### src/hdl/cdsr_pkg.sv
// Shared types, codes and frame packing helpers for the CAN diagnostic responder.
package cdsr_pkg;

    localparam logic [10:0] FUNC_ID   = 11'h7DF;
    localparam logic [10:0] RESP_BASE = 11'h780;

    localparam logic [7:0] SID_SESSION = 8'h10;
    localparam logic [7:0] SID_READ    = 8'h22;
    localparam logic [7:0] SID_WRITE   = 8'h2E;
    localparam logic [7:0] POS_OFFSET  = 8'h40;
    localparam logic [7:0] NEG_MARK    = 8'h7F;

    localparam logic [7:0] NRC_WRONG_FORMAT    = 8'h13;
    localparam logic [7:0] NRC_OUT_OF_RANGE    = 8'h12;
    localparam logic [7:0] NRC_SERVICE_UNKNOWN = 8'h11;

    localparam logic [7:0] SUB_EXIT   = 8'h00;
    localparam logic [7:0] SUB_OPEN   = 8'h02;
    localparam logic [7:0] SUB_ASSIGN = 8'h05;

    localparam logic [15:0] PID_SERIAL = 16'd1;
    localparam logic [15:0] PID_NODE   = 16'd2;
    localparam logic [15:0] PID_GAIN0  = 16'd3;
    localparam logic [15:0] PID_GAIN1  = 16'd4;
    localparam logic [15:0] PID_GAIN2  = 16'd5;
    localparam logic [15:0] PID_LIMIT  = 16'd6;
    localparam logic [15:0] PID_BUS_ID = 16'd7;
    localparam logic [15:0] PID_STATUS = 16'd8;

    localparam logic [7:0] LEN_SHORT  = 8'd3;
    localparam logic [7:0] LEN_BYTE   = 8'd4;
    localparam logic [7:0] LEN_HALF   = 8'd5;
    localparam logic [7:0] LEN_WORD   = 8'd7;

    typedef struct packed {
        logic [10:0] rx_id;
        logic [7:0]  b0;
        logic [7:0]  b1;
        logic [7:0]  b2;
        logic [7:0]  b3;
        logic [7:0]  b4;
        logic [7:0]  b5;
        logic [7:0]  b6;
        logic [7:0]  b7;
    } frame_t;

    typedef struct packed {
        logic             session_open;
        logic [31:0]      serial_number;
        logic [7:0]       node_id;
        logic [2:0][31:0] gain_words;
        logic [31:0]      limit_word;
        logic [15:0]      bus_id_setting;
        logic [1:0][7:0]  cycle_status;
    } state_t;

    typedef struct packed {
        logic [10:0] tx_id;
        logic [63:0] tx_data;
        logic        store_update;
    } result_t;

    // Length, reply service and a 16-bit identifier sent high byte first.
    function automatic logic [63:0] pack_head(input logic [7:0] len, input logic [7:0] rsid,
                                              input logic [15:0] pid);
        pack_head = {32'd0, pid[7:0], pid[15:8], rsid, len};
    endfunction

    function automatic logic [63:0] pack_neg(input logic [7:0] sid, input logic [7:0] code);
        pack_neg = {32'd0, code, sid, NEG_MARK, LEN_SHORT};
    endfunction

endpackage

### src/hdl/cdsr_decode.sv
// Single-pass service decode: builds the response and the next parameter table.
module cdsr_decode (
    input  cdsr_pkg::frame_t  frame,
    input  cdsr_pkg::state_t  state_cur,
    output cdsr_pkg::state_t  state_next,
    output cdsr_pkg::result_t result,
    output logic              result_valid
);
    import cdsr_pkg::*;

    logic        functional;
    logic [15:0] pid;
    logic [31:0] word;
    logic [63:0] data;
    logic        upd;
    logic [7:0]  rsid;

    assign functional = (frame.rx_id == FUNC_ID);
    assign pid        = {frame.b2, frame.b3};
    assign word       = {frame.b7, frame.b6, frame.b5, frame.b4};
    assign rsid       = frame.b1 + POS_OFFSET;

    always_comb
    begin
        state_next   = state_cur;
        result_valid = 1'b0;
        data         = '0;
        upd          = 1'b0;

        if (frame.b0[7:4] != 4'd0)
        begin
            result_valid = 1'b1;
            data         = pack_neg(frame.b1, NRC_WRONG_FORMAT);
        end
        else
        begin
            case (frame.b1)
                SID_SESSION:
                begin
                    if (state_cur.session_open && frame.b2 == SUB_EXIT)
                    begin
                        state_next.session_open = 1'b0;
                        result_valid = 1'b1;
                        data = pack_head(LEN_SHORT, rsid, {8'd0, state_cur.node_id});
                    end
                    else if (frame.b2 == SUB_OPEN && !functional)
                    begin
                        state_next.session_open = 1'b1;
                        result_valid = 1'b1;
                        data = pack_head(LEN_WORD, rsid, {8'd0, state_cur.node_id})
                             | {state_cur.serial_number, 32'd0};
                    end
                    else if (frame.b2 == SUB_ASSIGN && word == state_cur.serial_number)
                    begin
                        // Node id assignment answers with the freshly assigned id.
                        state_next.session_open = 1'b1;
                        state_next.node_id      = frame.b3;
                        result_valid = 1'b1;
                        upd          = 1'b1;
                        data = pack_head(LEN_WORD, rsid, {8'd0, frame.b3})
                             | {state_cur.serial_number, 32'd0};
                    end
                end
                SID_READ:
                begin
                    result_valid = 1'b1;
                    case (pid)
                        PID_SERIAL: data = pack_head(LEN_WORD, rsid, pid)
                                         | {state_cur.serial_number, 32'd0};
                        PID_NODE:   data = pack_head(LEN_BYTE, rsid, pid)
                                         | {24'd0, state_cur.node_id, 32'd0};
                        PID_GAIN0:  data = pack_head(LEN_WORD, rsid, pid)
                                         | {state_cur.gain_words[0], 32'd0};
                        PID_GAIN1:  data = pack_head(LEN_WORD, rsid, pid)
                                         | {state_cur.gain_words[1], 32'd0};
                        PID_GAIN2:  data = pack_head(LEN_WORD, rsid, pid)
                                         | {state_cur.gain_words[2], 32'd0};
                        PID_LIMIT:  data = pack_head(LEN_WORD, rsid, pid)
                                         | {state_cur.limit_word, 32'd0};
                        PID_BUS_ID: data = pack_head(LEN_HALF, rsid, pid)
                                         | {16'd0, state_cur.bus_id_setting, 32'd0};
                        PID_STATUS: data = pack_head(LEN_WORD, rsid, pid)
                                         | {16'd0, state_cur.cycle_status[1],
                                            state_cur.cycle_status[0], 32'd0};
                        default:    data = pack_neg(frame.b1, NRC_OUT_OF_RANGE);
                    endcase
                end
                SID_WRITE:
                begin
                    // Functional writes outside a session are dropped without reply.
                    if (state_cur.session_open || !functional)
                    begin
                        result_valid = 1'b1;
                        upd          = 1'b1;
                        data         = pack_head(LEN_SHORT, rsid, pid);
                        case (pid)
                            PID_SERIAL: state_next.serial_number  = word;
                            PID_NODE:   state_next.node_id        = frame.b4;
                            PID_GAIN0:  state_next.gain_words[0]  = word;
                            PID_GAIN1:  state_next.gain_words[1]  = word;
                            PID_GAIN2:  state_next.gain_words[2]  = word;
                            PID_LIMIT:  state_next.limit_word     = word;
                            PID_BUS_ID: state_next.bus_id_setting = {frame.b5, frame.b4};
                            PID_STATUS:
                            begin
                                state_next.cycle_status[0] = frame.b4;
                                state_next.cycle_status[1] = frame.b5;
                            end
                            default:
                            begin
                                upd  = 1'b0;
                                data = pack_neg(frame.b1, NRC_OUT_OF_RANGE);
                            end
                        endcase
                    end
                end
                default:
                begin
                    if (!functional)
                    begin
                        result_valid = 1'b1;
                        data         = pack_neg(frame.b1, NRC_SERVICE_UNKNOWN);
                    end
                end
            endcase
        end

        result.tx_id        = RESP_BASE + {3'd0, state_next.node_id};
        result.tx_data      = data;
        result.store_update = upd;
    end

endmodule

### src/hdl/can_diag_service_responder_unit.sv
// Top level of the CAN diagnostic responder: frame register, decode and response register.
// The responder takes one received CAN frame per clock unless stalled, and answers with
// at most one response frame. A frame goes into an input register, is decoded in a single
// pass against the parameter table, and its response (if any) is registered in the output
// register. The parameter table and session flag are read and updated in the same
// cycle as the decode, so back-to-back frames see each other's updates in order. A frame
// leaves the input register only when the output register is empty or being emptied, so a
// stalled consumer holds the pipeline; requests that yield no response simply leave the
// pipeline. After reset the parameter table, node id and session flag are all zero.
module can_diag_service_responder_unit (
    input  logic        clk,
    input  logic        rst_n,
    input  logic        rx_valid,
    output logic        rx_ready,
    input  logic [10:0] rx_id,
    input  logic [7:0]  rx_byte0,
    input  logic [7:0]  rx_byte1,
    input  logic [7:0]  rx_byte2,
    input  logic [7:0]  rx_byte3,
    input  logic [7:0]  rx_byte4,
    input  logic [7:0]  rx_byte5,
    input  logic [7:0]  rx_byte6,
    input  logic [7:0]  rx_byte7,
    output logic        tx_valid,
    input  logic        tx_ready,
    output logic [10:0] tx_id,
    output logic [63:0] tx_data,
    output logic        store_update
);
    import cdsr_pkg::*;

    logic    frame_valid_reg;
    frame_t  frame_reg;
    state_t  state_reg;
    state_t  state_next;
    result_t res_next;
    logic    res_valid;
    logic    tx_valid_reg;
    result_t tx_reg;
    logic    advance;

    assign advance  = !tx_valid_reg || tx_ready;
    assign rx_ready = !frame_valid_reg || advance;

    cdsr_decode u_decode (
        .frame        (frame_reg),
        .state_cur    (state_reg),
        .state_next   (state_next),
        .result       (res_next),
        .result_valid (res_valid)
    );

    always_ff @(posedge clk or negedge rst_n)
    begin
        if (!rst_n)
        begin
            frame_valid_reg <= 1'b0;
            tx_valid_reg    <= 1'b0;
            state_reg       <= '0;
        end
        else
        begin
            if (rx_ready)
            begin
                frame_valid_reg <= rx_valid;
            end
            if (advance)
            begin
                tx_valid_reg <= frame_valid_reg && res_valid;
                if (frame_valid_reg)
                begin
                    state_reg <= state_next;
                end
            end
        end
    end

    always_ff @(posedge clk)
    begin
        if (rx_ready && rx_valid)
        begin
            frame_reg <= '{rx_id: rx_id, b0: rx_byte0, b1: rx_byte1, b2: rx_byte2,
                           b3: rx_byte3, b4: rx_byte4, b5: rx_byte5, b6: rx_byte6,
                           b7: rx_byte7};
        end
        if (advance && frame_valid_reg && res_valid)
        begin
            tx_reg <= res_next;
        end
    end

    assign tx_valid     = tx_valid_reg;
    assign tx_id        = tx_reg.tx_id;
    assign tx_data      = tx_reg.tx_data;
    assign store_update = tx_reg.store_update;

endmodule

### config.mk
export PLATFORM = sky130hd
export DESIGN_NAME = can_diag_service_responder_unit
export DESIGN_NICKNAME = d
export VERILOG_FILES = /design/src/hdl/cdsr_pkg.sv /design/src/hdl/cdsr_decode.sv /design/src/hdl/can_diag_service_responder_unit.sv
export SDC_FILE = /design/constraint.sdc
export NUM_CORES = 1
export LEC_CHECK = 0
export BUFFER_PORTS_ARGS = -buffer_cell sky130_fd_sc_hd__buf_4
export CAP_MARGIN = 15
export CORE_ASPECT_RATIO = 0.75
export CORE_UTILIZATION = 44
export CTS_CLUSTER_DIAMETER = 120
export CTS_CLUSTER_SIZE = 14
export DETAILED_ROUTE_END_ITERATION = 16
export PLACE_DENSITY_LB_ADDON = 0.2
export SYNTH_ARGS = -nofsm -noshare
export SYNTH_HDL_FRONTEND = slang
export SYNTH_HIERARCHICAL = 1
export SYNTH_SLANG_ARGS = --single-unit
export TNS_END_PERCENT = 5
### constraint.sdc
create_clock -name clk -period 5.25 [get_ports clk]
set_clock_uncertainty 0.15 [all_clocks]
set_input_delay 0.525 -clock clk [delete_from_list [all_inputs] [get_ports clk]]
set_output_delay 0.525 -clock clk [all_outputs]
set_load 0.005 [all_outputs]
==> results of run 1 <==
## report_power, final
| part | leakage, nW | internal (mW) | switching, mW |
|---|---|---|---|
| Sequential | 4.22 | 2.94 | 0.0659 |
| Combinational | 4.67 | 0.204 | 0.253 |
| Clock | 0.383 | 1.03 | 0.982 |
| Total | 9.27 | 4.17 | 1.30 |
## how the worst max path moves through the flow
stage / slack [ns] / depth (start not counted) / endpoint / startpoint
floorplan: 0.71 / 7 / store_update / frame_reg[41]
global placement: 1.13 / 9 / tx_data[43] / frame_reg[19]
detailed placement: 1.09 / 9 / tx_data[43] / frame_reg[19]
CTS: 1.08 / 9 / tx_data[43] / frame_reg[19]
global route: 0.89 / 9 / tx_data[39] / frame_reg[19]
finish: 1.07 / 9 / tx_data[43] / frame_reg[19]
## layout by cell type, fill, tap and decap left out, types with 9 or more instances in the layout
| cell | instances |
|---|---|
| o21ai_0 | 15 |
| nand4_1 | 10 |
| buf_4 | 179 |
| nor2_1 | 23 |
| dfrtp_1 | 203 |
| a22o_1 | 9 |
| o2bb2ai_1 | 40 |
| edfxtp_1 | 147 |
| a22oi_1 | 21 |
| a211oi_1 | 16 |
| and2_1 | 11 |
| nand2_1 | 25 |
| mux2_1 | 30 |
| mux2_2 | 184 |
| inv_1 | 11 |
| nor3_1 | 11 |
| mux2_4 | 190 |
| clkbuf_1 | 22 |
| dlygate4sd3_1 | 73 |
| a222oi_1 | 24 |
| xnor2_1 | 26 |
| clkbuf_16 | 29 |
## cell type report
class	instances	share of cell area, %
Clock buffer	51	3.829
Tap cell	528	3.130
Multi-Input combinational cell	753	37.69
Inverter	11	0.1956
Timing Repair Buffer	256	10.18
Sequential cell	350	44.98
## metrics by stage
stage | setup WS [ns] | util [%] | hold slack [ns] | total power [mW]
6_report | 1.069 | 51.69 | 0.1323 | 5.474
5_1_grt | 0.8892 | 51.69 | 0.1235 | 5.684
4_1_cts | 1.078 | 51.69 | 0.1043 | 5.543
3_5_place_dp | 1.091 | 47.92 | 0.3643 | 3.478
3_3_place_gp | 1.125 | 47.92 | 0.3576 | 3.474
2_1_floorplan | 0.7067 | - | 0.07941 | 3.307
## layer usage
layer  routed length (um)  GRT usage [%]  up-vias
met3                 2210          2.878       62
met4                  903          4.812        2
met2                21030          34.68      304
met1                22300          32.64     5731
li1                     -              -     5010
met5                   13              0        -
## critical path: stages (launching register included)
cell and delay (ns):
edfxtp_1 0.51, xnor2_1 0.52, nand4_1 0.19, or4_1 0.64
nor3_4 0.18, buf_4 0.26, a211o_1 0.29, nand2_1 0.15
nor2_4 0.61, buf_12 0.31
==> results.md, run 1 <==
* Status: completed
* Cell count of the worst hold path at 3
* Netlist area before placement at 0.01828 sq mm
* Instance count after placement with tap cells included at 1,825
* DRT antenna net count at 0
* Worst-path fanout max at 35
* Peak Freq at 239.2 MHz
* Detailed Place HPWL at 29.40 mm
* Via/cell ratio at 5.700
* Number of vias in the routed layout at 11,110
* Avg Synthesized Cell Area at 15.10 sq um
* Routability Congestion at 0.7825
* Layout cell share with drive strength beyond 1 at 42.93%
* Number of buffers inserted during clock tree synthesis at 28
* Core ar. at 0.04084 sq mm
* Max reg flops at 201
* CTS tree: yes
* Multi-input combinational cell area at 0.007955 sq mm
* Std-Cell Rows at 64
* Drt total wl at 46.45 mm
* Final setup vio count at 0
* First-pass iteration count of the detailed router at 5
* Worst setup EP type: flip-flop
* Tcrit/Tclk final at 79.64%
* Final Hold Violating Endpoints at 0
* Total GRT Usage at 22.11%
* Hold Crit Class: in2reg
* Final total negative setup slack at 0 ns
* Instance area at placement at 0.01957 sq mm
* Post-Synthesis Cells at 1,211
* Startpoint of the lowest-slack register-to-register path: frame_reg[19]
* MaxCap Viol Count at 0
* Vias in the first global route at 11,270
* Routed length per instance at 23.83 um
* Ant diodes at 0
* Data required time of the worst path at 5.36 ns
* Pwr dens at 259.3 mW/mm^2
* Pin count of the biggest net entering global routing at 94
* Area enclosed by the die boundary at 0.04238 sq mm
* Leakage power figure at 9.274 nW
* Floorplan die width at 237.4 um
* Final nets at 1,480
* Final Instance Count excl. Fillers at 1,949
* Minimum setup slack among reg-to-reg paths at 1.07 ns
* Clock root buffer: clkbuf_16
* Terminating pin of the worst hold path: tx_valid
* CTS resizes at 0
* Post-CTS setup repair buffer count at 0
* Critical path class: reg2reg
* Number of sinks on the clock net at 350
* Syn-to-layout area delta at 15.44%
* Worst vdd ir at 0.2221 mV
* Clock latency on the worst-skew pair at 0.57 ns
* Hold Path Origin: tx_ready
* Max-slew violation count at 0
* Clock slew at the register clock pins of the worst setup and hold paths at 0.07 ns
* Post-cts hold buffer count at 73
* Sequential cell area at 0.009494 sq mm
* Filler instances at 3,444
* H-tree depth at 1
* Wire length of the first global-routing pass at 71.17 mm
* Slew @ Worst Pin at 1.011 ns
* Kind of launch point of the worst setup path: flip-flop
* Die Span Y at 178.5 um
* Top Ports at 157
* DRC viols at 0
* Number of warnings printed during yosys synthesis at 6
* Worst r2r path cells at 9
* Summed area of non-filler cells in the final layout at 0.02111 sq mm
* Initial Util at 44.77%
* Count of input and output buffers at 152
* Maximum number of buffers from clock root to sink at 3
* Overflow left after global routing at 0
* RSZ-0062 raised after global routing: no
* Headroom to the max-slew limit at 32.35%
* Count of routing violations after the opening detailed-route iteration at 867
* Worst R2R End: tx_data[43]
* Arrival time of the worst setup path at 4.29 ns
* Final Critical Period at 4.181 ns
* Initial antenna violation count at 2
(Power assumes the default switching activity.)
==> run 2: changes to the inputs <==
==> constraint.sdc (replaced) <==
create_clock -name clk -period 3.46 [get_ports clk]
set_clock_uncertainty 0.15 [all_clocks]
set_input_delay 0.346 -clock clk [delete_from_list [all_inputs] [get_ports clk]]
set_output_delay 0.346 -clock clk [all_outputs]
set_load 0.005 [all_outputs]
==> run 2 against run 1 <==
  * Sequential share of layout area shrank 0.90 points
  * Total power rose by 52%
  * Die area unchanged
  * Sequential power up 52%
  * Worst hold slack better by 0.023 ns
  * Wire length barely moved
  * Clock-buffer cell count is 1 higher
  * Cell area up 2.1%
  * Largest power group unchanged
==> results.md, run 2 (synthesis gave the netlist of run 1 again) <==
* Vias in the first global route at 11,540 (+2.4%)
* Number of vias in the routed layout at 11,300 (+1.7%)
* Ant diodes at 0 (unchanged)
* Kind of launch point of the worst setup path: flip-flop
* Floorplan die width at 237.4 um (unchanged)
* Slew @ Worst Pin at 0.7766 ns (-0.2348 ns)
* H-tree depth at 1 (unchanged)
* Crit path cell chain: xnor2_1 -> nand4_1 -> or4_4 -> nor3_4 -> a211o_1 -> nand2_2 -> nor2_4 -> buf_12
* Initial antenna violation count at 0 (-2)
* Maximum number of buffers from clock root to sink at 3 (unchanged)
* Std-Cell Rows at 64 (unchanged)
* Initial Util at 44.77% (unchanged)
* Worst vdd ir at 0.3370 mV (+52%)
* Worst-path fanout max at 58 (+66%)
* RSZ-0062 raised after global routing: no
* Final Hold Violating Endpoints at 0 (unchanged)
* Final Instance Count excl. Fillers at 1,991 (+2.2%)
* Detailed Place HPWL at 30.31 mm (+3.1%)
* Worst setup EP type: flip-flop
* Arrival time of the worst setup path at 3.25 ns (-1.04 ns)
* MaxCap Viol Count at 0 (unchanged)
* Instance area at placement at 0.01999 sq mm (+2.1%)
* Pin count of the biggest net entering global routing at 61 (-35%)
* Clock root buffer: clkbuf_16
* Highest-count cells in the layout ignoring fill and taps: buf_4, dfrtp_1, mux2_4, mux2_2, edfxtp_1
* Drt total wl at 46.46 mm (about the same)
* Core ar. at 0.04084 sq mm (unchanged)
* First-pass iteration count of the detailed router at 7 (+2)
* Clock slew at the register clock pins of the worst setup and hold paths at 0.07 ns (about the same)
* Area enclosed by the die boundary at 0.04238 sq mm (unchanged)
* Worst r2r path cells at 8 (-1)
* Most common cell after layout, fill and taps aside: buf_4
* Total GRT Usage at 22.12% (about the same)
* Number of buffers inserted during clock tree synthesis at 28 (unchanged)
* Layout cell share with drive strength beyond 1 at 44.77% (+1.8 points)
* Status: completed
* Worst Hold Slack at 0.1553 ns (+0.02296 ns)
* Syn-to-layout area delta at 17.81%
* CTS resizes at 0 (unchanged)
* Wire length of the first global-routing pass at 71.27 mm (+0.14%)
* Critical path class: reg2reg
* Pwr dens at 386.3 mW/mm^2 (+49%)
* Tcrit/Tclk final at 91.21% (+12 points)
* Instance count after placement with tap cells included at 1,865 (+2.2%)
* Final setup vio count at 0 (unchanged)
* Headroom to the max-slew limit at 47.75% (+15 points)
* Summed area of non-filler cells in the final layout at 0.02154 sq mm (+2.1%)
* Die Span Y at 178.5 um (unchanged)
* Final Critical Period at 3.156 ns (-1.025 ns)
* Peak Freq at 316.9 MHz (+32%)
* Clock latency on the worst-skew pair at 0.58 ns (about the same)
* CTS tree: yes
* Via/cell ratio at 5.674 (-0.46%)
* Data required time of the worst path at 3.55 ns (-1.81 ns)
* Slowest stage cell on the critical path: or4_4
* Routed length per instance at 23.33 um (-2.1%)
* Hold Crit Class: in2async
* Max-slew violation count at 0 (unchanged)
* Count of input and output buffers at 152 (unchanged)
* Filler instances at 3,426 (-0.52%)
* Number of sinks on the clock net at 350 (unchanged)
* Leakage power figure at 9.519 nW (+2.6%)
* DRC viols at 0 (unchanged)
* Slowest Stage Delay on Critical Path at 0.62 ns (-0.02 ns)
* Max reg flops at 201 (unchanged)
* Overflow left after global routing at 0 (unchanged)
* Routability Congestion at 0.8195 (+4.7%)
* Final nets at 1,521 (+2.8%)
* Final total negative setup slack at 0 ns (unchanged)
* Count of routing violations after the opening detailed-route iteration at 860 (-0.81%)
* Top Ports at 157 (unchanged)
* DRT antenna net count at 0 (unchanged)
## run 2: changes by cell type in the layout (fill, tap and decap cells not counted), sizes merged
cell,delta
buf,+40
clkbuf,+1
dlygate4sd3,+1
## run 2: power breakdown
group	total, mW	switching [mW]	internal, mW	leakage, nW
sequential	4.55	0.0910	4.46	4.22
clock	3.04	1.47	1.57	0.385
combinational	0.731	0.400	0.330	4.92
total	8.32	1.96	6.36	9.52
## run 2: worst paths after layout
| kind | startpoint | end | slack, ns |
|---|---|---|---|
| worst max-delay path | frame_reg[5] | tx_data[43] | 0.30 |
| worst min-delay path | rst_n | state_reg[139] | 0.16 |
| worst max register to register | frame_reg[5] | tx_data[43] | 0.30 |
| worst min register to register | state_reg[31] | state_reg[31] | 0.38 |
| max in group asynchronous | rst_n | state_reg[144] | 2.05 |
| min in group clk | rx_byte3[1] | frame_reg[33] | 0.33 |
## run 2: timing repair
item                      4_1_cts  5_1_grt
hold endpoints to repair      129        0
hold buffers                   74        0
buffers inserted                0        0
## run 2: final cells by class
cell class	count	area [sq um]	share of cell area, %
tap	528	660.6	3.067
timing repair buffer	297	2559	11.88
multi-input combinational	753	7974	37.02
sequential	350	9494	44.08
clock buffer	52	812.0	3.770
inverter	11	41.29	0.1917
## run 2: worst max-delay path, delay by kind of cell, from the launching register on
kind,cells,cell delay [ns]
compound gates,1,0.22
flops,1,0.49
simple gates,5,1.35
buf+inv,1,0.29
xor+xnor,1,0.26
## run 2: through the flow
step | util [%] | setup WS, ns | power, mW
floorplan | - | -0.1093 | 5.023
global placement | 48.94 | 0.3247 | 5.298
detailed placement | 48.94 | 0.3242 | 5.302
CTS | 52.75 | 0.3045 | 8.434
global route | 52.75 | 0.2008 | 8.649
finish | 52.75 | 0.3042 | 8.321
## run 2: layer usage
metal	routed length, um	share of wire [%]	GRT usage [%]
met3	2700	5.8	3.374
met2	20910	45	34.73
met1	22060	47	32.52
met5	0	0	0
met4	786	1.7	4.328
==> run 3: changes to the inputs <==
--- a/config.mk
+++ b/config.mk
@@ -13,6 +13,7 @@
 export CTS_CLUSTER_SIZE = 14
 export DETAILED_ROUTE_END_ITERATION = 16
 export PLACE_DENSITY_LB_ADDON = 0.2
+export RECOVER_POWER = 50
 export SYNTH_ARGS = -nofsm -noshare
 export SYNTH_HDL_FRONTEND = slang
 export SYNTH_HIERARCHICAL = 1
==> run 3 against run 2 <==
  * Fmax about the same
  * Total power decreased by 0.26%
  * Sequential share of layout area increased by 0.20 points
  * Cell area is 0.44% lower
  * Non-clock buffer count unchanged
  * First-iteration DRC count up 1.7%
  * The run now ends with capacitance limit, slew limit left
  * Largest power group unchanged
  * Sequential power about the same
  * Critical path type unchanged
  * Clock power is essentially flat
  * Worst hold slack better by 0.20 ns
==> results.md, run 3 (synthesis gave the netlist of run 1 again) <==
* Slowest stage cell on the critical path: or4_4
* Vias in the first global route at 11,540 (unchanged)
* Total GRT Usage at 22.12% (unchanged)
* Floorplan die width at 237.4 um (unchanged)
* Via/cell ratio at 5.658 (-0.27%)
* Met2 routing resource usage after global routing at 34.73% (unchanged)
* Kind of launch point of the worst setup path: flip-flop
* Final nets at 1,521 (unchanged)
* Pwr dens at 387.0 mW/mm^2 (+0.19%)
* Startpoint of the lowest-slack register-to-register path: state_reg[177]
* RSZ-0062 raised after global routing: no
* CTS tree: yes
* DRC viols at 0 (unchanged)
* Critical path's top delay family: simple AND/OR/NAND/NOR gates
* First-pass iteration count of the detailed router at 5 (-2)
* Overflow left after global routing at 0 (unchanged)
* Area enclosed by the die boundary at 0.04238 sq mm (unchanged)
* Buffers & Inverters on Critical Path at 1 (unchanged)
* Instance area at placement at 0.01999 sq mm (unchanged)
* Number of buffers inserted during clock tree synthesis at 28 (unchanged)
* Initial Util at 44.77% (unchanged)
* Filler instances at 3,445 (+0.55%)
* DRT antenna net count at 0 (unchanged)
* Layout cell share with drive strength beyond 1 at 43.54% (-1.2 points)
* Final setup vio count at 0 (unchanged)
* Post-layout util at 52.51% (-0.23 points)
* Highest-count cells in the layout ignoring fill and taps: dfrtp_1, mux2_4, mux2_2, edfxtp_1, clkbuf_4
* Multi-input combinational cell area at 0.007971 sq mm (about the same)
* Final Hold Violating Endpoints at 0 (unchanged)
* Initial antenna violation count at 0 (unchanged)
* Maximum number of buffers from clock root to sink at 3 (unchanged)
* Std-Cell Rows at 64 (unchanged)
* Terminating pin of the worst hold path: frame_reg[32]
* Summed area of non-filler cells in the final layout at 0.02145 sq mm (-0.44%)
* Slowest Stage Delay on Critical Path at 0.62 ns (about the same)
* Count of input and output buffers at 152 (unchanged)
* H-tree depth at 1 (unchanged)
* Wire length of the first global-routing pass at 71.27 mm (unchanged)
* Status: finished with violations
* Hold Crit Class: in2reg
* Peak Freq at 316.7 MHz (about the same)
* Core ar. at 0.04084 sq mm (unchanged)
* Ant diodes at 0 (unchanged)
* Routability Congestion at 0.8195 (unchanged)
* Number of sinks on the clock net at 350 (unchanged)
* Top Ports at 157 (unchanged)
* Clock slew at the register clock pins of the worst setup and hold paths at 0.07 ns (about the same)
* Worst-path fanout max at 58 (unchanged)
* Arrival time of the worst setup path at 3.24 ns (about the same)
* Routing usage on met1 at 32.52% (unchanged)
* Critical path class: reg2reg
* Final total negative setup slack at 0 ns (unchanged)
* Clock root buffer: clkbuf_16
* Syn-to-layout area delta at 17.29%
* Worst vdd ir at 0.3327 mV (-1.3%)
* Drt total wl at 46.35 mm (-0.22%)
* Routed length per instance at 23.28 um (-0.22%)
* Violated checks: capacitance limit, slew limit
* Worst setup EP type: flip-flop
* Worst r2r path cells at 8 (unchanged)
* Max reg flops at 201 (unchanged)
* Data required time of the worst path at 3.55 ns (about the same)
* Leakage power figure at 9.420 nW (-1.0%)
* Cell count of the worst hold path at 2
* CTS resizes at 0 (unchanged)
* MaxCap Viol Count at 2 (+2)
* Hold Path Origin: rx_byte3[0]
* Final Critical Period at 3.157 ns (+0.001417 ns)
* Detailed Place HPWL at 30.31 mm (unchanged)
* Worst R2R End: tx_data[43]
* Minimum setup slack among reg-to-reg paths at 0.30 ns (about the same)
* Pin count of the biggest net entering global routing at 61 (unchanged)
* Clock latency on the worst-skew pair at 0.57 ns (about the same)
* Tcrit/Tclk final at 91.25% (about the same)
* Count of routing violations after the opening detailed-route iteration at 875 (+1.7%)
* Slew @ Worst Pin at 1.726 ns (+0.9498 ns)
* Crit path cell chain: xnor2_1 -> nand4_1 -> or4_4 -> nor3_4 -> a211o_1 -> nand2_2 -> nor2_4 -> buf_12
* Number of vias in the routed layout at 11,270 (-0.27%)
* Sequential cell area at 0.009494 sq mm (unchanged)
* Met3 layer usage reported by global route at 3.374% (unchanged)
* Final Power at 8.300 mW (-0.26%)
* Most common cell after layout, fill and taps aside: dfrtp_1
* GR peak layer: met2
* Max-slew violation count at 94 (+94)
* Die Span Y at 178.5 um (unchanged)
* Headroom to the max-slew limit at -15.09% (-63 points)
[run 3: changes by cell type in the layout (fill, tap and decap cells not counted), sizes merged]
| cell | change |
|---|---|
| buf | -154 |
| clkbuf | +154 |
[run 3: worst max-delay path by stage]
stage	from	to	slack, ns	cells after the start
2_1_floorplan	frame_reg[45]	store_update	-0.11	7
6_report	state_reg[177]	tx_data[43]	0.30	8
3_3_place_gp	frame_reg[17]	tx_data[43]	0.32	8
4_1_cts	state_reg[177]	tx_data[43]	0.30	8
5_1_grt	frame_reg[10]	tx_data[40]	0.20	8
3_5_place_dp	frame_reg[17]	tx_data[43]	0.32	8
[run 3: metal layers]
metal	wire [um]	vias to the layer above
li1	-	5092
met1	22280	5825
met3	2370	49
met4	756	0
met2	20950	300
met5	0	-
[run 3: area by class of cell]
class	count	share of cell area, %
Sequential cell	350	44.27
Multi-Input combinational cell	753	37.17
Timing Repair Buffer	297	11.50
Clock buffer	52	3.786
Tap cell	528	3.081
Inverter	11	0.1925
[run 3: power by group]
part	switching, mW	internal [mW]
Clock	1.47	1.57
Sequential	0.0896	4.46
Combinational	0.398	0.311
[run 3: metrics by stage]
| step | worst slack [ns] | cells | hold slack, ns |
|---|---|---|---|
| after CTS | 0.3045 | 1991 | 0.1677 |
| after global placement | 0.3247 | 1865 | 0.2290 |
| after detailed placement | 0.3242 | 1865 | 0.2260 |
| after floorplan | -0.1093 | 1215 | -0.09959 |
| after global routing | 0.2008 | 1991 | 0.3426 |
| final | 0.3028 | 1991 | 0.3526 |
[run 3: timing repair]
item,4_1_cts,5_1_grt
hold endpoints to repair,129,0
hold buffers,74,0
setup buffers,0,0
